<file path="config.mk">
export PLATFORM = sky130hd
export DESIGN_NAME = aes_key_exp
export DESIGN_NICKNAME = d
export VERILOG_FILES = /design/src/rtl/aes_pkg.sv /design/src/rtl/aes_key_exp.sv
export SDC_FILE = /design/constraint.sdc
export NUM_CORES = 2
export LEC_CHECK = 0
export BUFFER_PORTS_ARGS = -buffer_cell sky130_fd_sc_hd__buf_2
export CORE_MARGIN = 1.5
export CORE_UTILIZATION = 35
export CTS_CLUSTER_DIAMETER = 60
export CTS_CLUSTER_SIZE = 16
export DETAILED_ROUTE_END_ITERATION = 6
export GPL_TIMING_DRIVEN = 1
export PLACE_DENSITY = 0.53
export SLEW_MARGIN = 15
export SYNTH_ARGS = -nofsm -noshare
export SYNTH_HDL_FRONTEND = slang
export SYNTH_SLANG_ARGS = --single-unit
</file>
<file path="constraint.sdc">
create_clock -name clk -period 17.9 [get_ports clk]
set_input_delay 2.685 -clock clk [delete_from_list [all_inputs] [get_ports clk]]
set_output_delay 2.685 -clock clk [all_outputs]
set_load 0.01 [all_outputs]
</file>
<file path="src/rtl/aes_pkg.sv">
// Shared types, tables and GF(2^8) helpers for the AES-128 ECB/CBC cipher.
package aes_pkg;

	localparam int BLOCK_BYTES = 16;
	localparam int ROUNDS      = 10;
	localparam int KEY_WORDS   = 44;

	localparam logic [2:0] REG_KEY_HIGH   = 3'd0;
	localparam logic [2:0] REG_KEY_LOW    = 3'd1;
	localparam logic [2:0] REG_IV_HIGH    = 3'd2;
	localparam logic [2:0] REG_IV_LOW     = 3'd3;
	localparam logic [2:0] REG_CHAIN_MODE = 3'd4;
	localparam logic [2:0] REG_DIRECTION  = 3'd5;

	typedef logic [7:0]   byte_t;
	typedef logic [127:0] block_t;
	typedef logic [3:0]   rk_addr_t;
	typedef byte_t        byte_tbl_t [256];

	localparam byte_tbl_t SBOX = '{
	8'h63,8'h7c,8'h77,8'h7b,8'hf2,8'h6b,8'h6f,8'hc5,8'h30,8'h01,8'h67,8'h2b,8'hfe,8'hd7,8'hab,8'h76,
	8'hca,8'h82,8'hc9,8'h7d,8'hfa,8'h59,8'h47,8'hf0,8'had,8'hd4,8'ha2,8'haf,8'h9c,8'ha4,8'h72,8'hc0,
	8'hb7,8'hfd,8'h93,8'h26,8'h36,8'h3f,8'hf7,8'hcc,8'h34,8'ha5,8'he5,8'hf1,8'h71,8'hd8,8'h31,8'h15,
	8'h04,8'hc7,8'h23,8'hc3,8'h18,8'h96,8'h05,8'h9a,8'h07,8'h12,8'h80,8'he2,8'heb,8'h27,8'hb2,8'h75,
	8'h09,8'h83,8'h2c,8'h1a,8'h1b,8'h6e,8'h5a,8'ha0,8'h52,8'h3b,8'hd6,8'hb3,8'h29,8'he3,8'h2f,8'h84,
	8'h53,8'hd1,8'h00,8'hed,8'h20,8'hfc,8'hb1,8'h5b,8'h6a,8'hcb,8'hbe,8'h39,8'h4a,8'h4c,8'h58,8'hcf,
	8'hd0,8'hef,8'haa,8'hfb,8'h43,8'h4d,8'h33,8'h85,8'h45,8'hf9,8'h02,8'h7f,8'h50,8'h3c,8'h9f,8'ha8,
	8'h51,8'ha3,8'h40,8'h8f,8'h92,8'h9d,8'h38,8'hf5,8'hbc,8'hb6,8'hda,8'h21,8'h10,8'hff,8'hf3,8'hd2,
	8'hcd,8'h0c,8'h13,8'hec,8'h5f,8'h97,8'h44,8'h17,8'hc4,8'ha7,8'h7e,8'h3d,8'h64,8'h5d,8'h19,8'h73,
	8'h60,8'h81,8'h4f,8'hdc,8'h22,8'h2a,8'h90,8'h88,8'h46,8'hee,8'hb8,8'h14,8'hde,8'h5e,8'h0b,8'hdb,
	8'he0,8'h32,8'h3a,8'h0a,8'h49,8'h06,8'h24,8'h5c,8'hc2,8'hd3,8'hac,8'h62,8'h91,8'h95,8'he4,8'h79,
	8'he7,8'hc8,8'h37,8'h6d,8'h8d,8'hd5,8'h4e,8'ha9,8'h6c,8'h56,8'hf4,8'hea,8'h65,8'h7a,8'hae,8'h08,
	8'hba,8'h78,8'h25,8'h2e,8'h1c,8'ha6,8'hb4,8'hc6,8'he8,8'hdd,8'h74,8'h1f,8'h4b,8'hbd,8'h8b,8'h8a,
	8'h70,8'h3e,8'hb5,8'h66,8'h48,8'h03,8'hf6,8'h0e,8'h61,8'h35,8'h57,8'hb9,8'h86,8'hc1,8'h1d,8'h9e,
	8'he1,8'hf8,8'h98,8'h11,8'h69,8'hd9,8'h8e,8'h94,8'h9b,8'h1e,8'h87,8'he9,8'hce,8'h55,8'h28,8'hdf,
	8'h8c,8'ha1,8'h89,8'h0d,8'hbf,8'he6,8'h42,8'h68,8'h41,8'h99,8'h2d,8'h0f,8'hb0,8'h54,8'hbb,8'h16
	};

	function automatic byte_tbl_t make_inv_sbox();
		byte_tbl_t t;
		for (int k = 0; k < 256; k++) begin
			t[SBOX[k]] = byte_t'(k);
		end
		return t;
	endfunction

	localparam byte_tbl_t INV_SBOX = make_inv_sbox();

	function automatic byte_t xtime(input byte_t a);
		return {a[6:0], 1'b0} ^ (a[7] ? 8'h1b : 8'h00);
	endfunction

	function automatic logic [31:0] mix_col(input logic [31:0] c);
		byte_t a0, a1, a2, a3;
		a0 = c[31:24]; a1 = c[23:16]; a2 = c[15:8]; a3 = c[7:0];
		return {xtime(a0) ^ xtime(a1) ^ a1 ^ a2 ^ a3,
			a0 ^ xtime(a1) ^ xtime(a2) ^ a2 ^ a3,
			a0 ^ a1 ^ xtime(a2) ^ xtime(a3) ^ a3,
			xtime(a0) ^ a0 ^ a1 ^ a2 ^ xtime(a3)};
	endfunction

	function automatic byte_t gm9(input byte_t a);
		return xtime(xtime(xtime(a))) ^ a;
	endfunction
	function automatic byte_t gm11(input byte_t a);
		return xtime(xtime(xtime(a))) ^ xtime(a) ^ a;
	endfunction
	function automatic byte_t gm13(input byte_t a);
		return xtime(xtime(xtime(a))) ^ xtime(xtime(a)) ^ a;
	endfunction
	function automatic byte_t gm14(input byte_t a);
		return xtime(xtime(xtime(a))) ^ xtime(xtime(a)) ^ xtime(a);
	endfunction

	function automatic logic [31:0] inv_mix_col(input logic [31:0] c);
		byte_t a0, a1, a2, a3;
		a0 = c[31:24]; a1 = c[23:16]; a2 = c[15:8]; a3 = c[7:0];
		return {gm14(a0) ^ gm11(a1) ^ gm13(a2) ^ gm9(a3),
			gm9(a0) ^ gm14(a1) ^ gm11(a2) ^ gm13(a3),
			gm13(a0) ^ gm9(a1) ^ gm14(a2) ^ gm11(a3),
			gm11(a0) ^ gm13(a1) ^ gm9(a2) ^ gm14(a3)};
	endfunction

	function automatic byte_t rcon(input logic [3:0] i);
		byte_t r;
		case (i)
			4'd0:    r = 8'h01;
			4'd1:    r = 8'h02;
			4'd2:    r = 8'h04;
			4'd3:    r = 8'h08;
			4'd4:    r = 8'h10;
			4'd5:    r = 8'h20;
			4'd6:    r = 8'h40;
			4'd7:    r = 8'h80;
			4'd8:    r = 8'h1b;
			4'd9:    r = 8'h36;
			default: r = 8'h00;
		endcase
		return r;
	endfunction

endpackage

</file>
<file path="src/rtl/aes_key_exp.sv">
// Iterative key expansion, one word per cycle, into the round key memory.
module aes_key_exp (
	input  logic              clk,
	input  logic              arst_n,
	input  logic              start,
	input  aes_pkg::block_t   key,
	input  aes_pkg::rk_addr_t rd_addr,
	output aes_pkg::block_t   rd_data,
	output logic              busy
);
	import aes_pkg::*;

	block_t      mem_q [ROUNDS + 1];
	logic [5:0]  cnt_q;
	logic        busy_q;
	logic [31:0] win_q [4];
	logic [31:0] t, rot, new_w;

	always_comb begin
		rot = {win_q[3][23:0], win_q[3][31:24]};
		t = {SBOX[rot[31:24]], SBOX[rot[23:16]], SBOX[rot[15:8]], SBOX[rot[7:0]]}
			^ {rcon(cnt_q[5:2] - 4'd1), 24'h0};
		if (cnt_q < 6'd4) begin
			new_w = key[127 - 32 * cnt_q[1:0] -: 32];
		end else if (cnt_q[1:0] == 2'd0) begin
			new_w = win_q[0] ^ t;
		end else begin
			new_w = win_q[0] ^ win_q[3];
		end
	end

	always_ff @(posedge clk or negedge arst_n) begin
		if (!arst_n) begin
			busy_q <= 1'b0;
			cnt_q  <= '0;
		end else if (start) begin
			busy_q <= 1'b1;
			cnt_q  <= '0;
		end else if (busy_q) begin
			cnt_q <= cnt_q + 6'd1;
			if (cnt_q == 6'(KEY_WORDS - 1)) begin
				busy_q <= 1'b0;
			end
		end
	end

	always_ff @(posedge clk) begin
		if (busy_q && !start) begin
			win_q[0] <= win_q[1];
			win_q[1] <= win_q[2];
			win_q[2] <= win_q[3];
			win_q[3] <= new_w;
			if (cnt_q[1:0] == 2'd3) begin
				mem_q[cnt_q[5:2]] <= {win_q[1], win_q[2], win_q[3], new_w};
			end
		end
		rd_data <= mem_q[rd_addr];
	end

	assign busy = busy_q;

endmodule

</file>
==> reports/results.ini <==
[floorplan]
io_pins=264
dieArea_um2=217000
num_rows=169
die_w_um=466
die-height_um=466
start_util_pct=35.3
core-area_um2=213000

[worst_setup_path]
rr_startpoint=win_q[3][25]$_DFFE_PP_
cp_top_family=buffers and inverters
cpMostUsedCell=buf_4
reg2reg_to=mem_q[9][3]$_DFFE_PP_
cp-endpoint=rd_data[48]$_DFF_P_
endpoint_kind=flip-flop
crit_type=in2reg
cp-start-kind=input port
worst-path-stages=6
worst-path-buf-inv=4
required_ps=18560
crit_path_start=rd_addr[0]
crit_path_cell_trace=buf_8, buf_4, buf_4, buf_4, mux4_2, mux4_2
ff2ff_path_depth=12
rrSetupSlack_ps=12110
crit_path_max_incr_delay_ps=810
critPathArrivalTime_ps=6960
critPathMaxFanout=82
crit_path_top_delay_cell=buf_4

[min_path]
hold_class=reg2reg

[placed_design]
post-dp-hpwl_um=142000
portBuffers=263
routabilityCongestion=0.981
placed_cell_area_um2=78900

[synth]
netlist.area_leader.share_pct=61.5
synth_largest_area_cell=edfxtp_1
yosysWarnings=0
yosys.cell_types.count=98
synthArstFlopShare_pct=0.419
ys.flop_type=edfxtp_1
synth_edf_count=1536
synth_area_um2=74900
synth_seq_cells=1671
post-synth-top-count-cell=edfxtp_1
syn_avg_cell_area_um2=16.0
ys_top_cells_by_count=edfxtp_1, mux4_2, a21oi_1, nand2_1, nor2_1
synth.area.top_cells=edfxtp_1, mux4_2, dfxtp_1, mux2_2, a21oi_1
postSynthCellCount=4683
syn-num-nets=4884
synth_seq_area_share_pct=65.2

[clocking]
insertion_delay_ps=800
clk_root_buffer_cell=clkbuf_16
cts_resized=0
ctsHtreeMaxLevel=4
cts_buffers=133
cts.clk_slew.worst_paths_ps=70
post-cts-setup-buffers=0
cts_hold_buf=0
cts_tree=done
clock-sinks=1671
clk_path_buf_depth=3

[sta]
max_freq_mhz=159
max_slew_margin_pct=16.3
maxSlewViolCount=0
finalSetupTns_ps=0
fin_crit_sh_pct=35.2
clock_skew_ps=28.2
timing.final.setup_violations=0
rsz0062_at_grt=no
worst_pin_slew_ps=1240
min_period_ps=6300
finalHoldViolCount=0

[final_layout]
nets=5006
area_growth_pct=11.0
final_area_um2=83200
fillCellCount=19600
layout-drive-gt1-share_pct=24.6
final_util_pct=39.1

[grt]
grt_pass1_wl_um=336000
grt.total_usage_pct=21.4
grt_pass1_vias=45000
overflow=0
grt_max_degree=157
grt_antenna_before_repair=17

[drt]
drt_pass1_iterations=6
routed_wl_um=236000
vias=45400
vias_per_cell=5.85
antenna_left=0
drc=0
drt_iter0_drc=5857
wl_per_cell_um=30.4

[power_and_ir_drop]
p_leak_nw=26.6
ir_worst_vdd_v=0.0000979
p_per_area_nw_per_um2=108

[job]
drv_cap=0

[status]
outcome=finished clean

-- cell type report --
type	count	area, um2	area share [%]
Inverter	39	146	0.176
Timing Repair Buffer	374	2260	2.72
Clock inverter	32	415	0.499
Tap cell	2821	3530	4.24
Sequential cell	1671	48900	58.8
Antenna cell	31	77.6	0.0933
Clock buffer	204	3740	4.50
Multi-Input combinational cell	2586	24100	29.0
-- registers in the layout, summed over array words and instances, names as in the netlist --
register / flops
cnt_q: 6
mem_q: 1408
win_q: 128
busy: 1
rd_data: 128
-- worst min-delay path by stage --
stage	start	to	slack [ps]	depth (start not counted)
after detailed placement	mem_q[10][11]$_DFFE_PP_	rd_data[11]$_DFF_P_	540	1
after global placement	mem_q[10][70]$_DFFE_PP_	rd_data[70]$_DFF_P_	540	1
after global routing	mem_q[10][11]$_DFFE_PP_	rd_data[11]$_DFF_P_	560	1
final	mem_q[10][11]$_DFFE_PP_	rd_data[11]$_DFF_P_	550	1
after floorplan	mem_q[10][0]$_DFFE_PP_	rd_data[0]$_DFF_P_	530	1
after CTS	mem_q[10][11]$_DFFE_PP_	rd_data[11]$_DFF_P_	550	1
-- logic make-up after synthesis --
kind of cell	count (synthesis)	synth area share [%]
AO/OA/AOI/OAI	936	8.24
XOR/XNOR	56	0.654
adder cells (fa/ha/maj)	66	1.11
buffers and inverters	426	2.68
flip-flops	1671	65.2
multiplexers	618	16.1
AND/OR/NAND/NOR	910	6.04
-- layout by cell type, fill, tap and decap left out, types with 33 or more instances in the layout --
cell / count
buf_2: 259
a211oi_1: 56
o211ai_1: 54
o311ai_0: 36
nor3_1: 85
nor2b_1: 58
buf_4: 105
mux4_2: 455
nand2b_1: 98
ha_1: 64
a21oi_1: 229
mux2_2: 132
a311oi_1: 33
nor2_1: 195
a31oi_1: 72
o21ai_0: 180
clkbuf_16: 138
nand2_1: 214
dfxtp_1: 128
nand3_1: 91
edfxtp_1: 1536
clkbuf_1: 62
-- report_power, final --
part | leakage, nW | switching (mW) | internal, mW | total [mW]
Clock | 1.99 | 1.39 | 1.51 | 2.90
Sequential | 15.1 | 0.0945 | 4.40 | 4.50
Combinational | 9.56 | 1.05 | 0.521 | 1.57
-- per-layer routing --
metal | vias up | track usage (%) | wire (um)
met1 | 23800 | 29.3 | 98400
li1 | 19200 | - | -
met4 | 4 | 9.63 | 11700
met3 | 417 | 2.75 | 14700
met5 | - | 0 | 28
met2 | 2057 | 34.1 | 111000
-- through the flow --
stage / instances / total power, mW / worst slack, ps / hold WS, ps
floorplan: 4683 / 5.54 / 2080 / 533
global placement: 7490 / 6.14 / 10670 / 536
detailed placement: 7490 / 6.12 / 10660 / 542
CTS: 7726 / 9.02 / 11530 / 554
global route: 7758 / 9.27 / 11200 / 561
finish: 7758 / 8.97 / 11600 / 550
No activity file was read; power rests on OpenSTA's default activity.
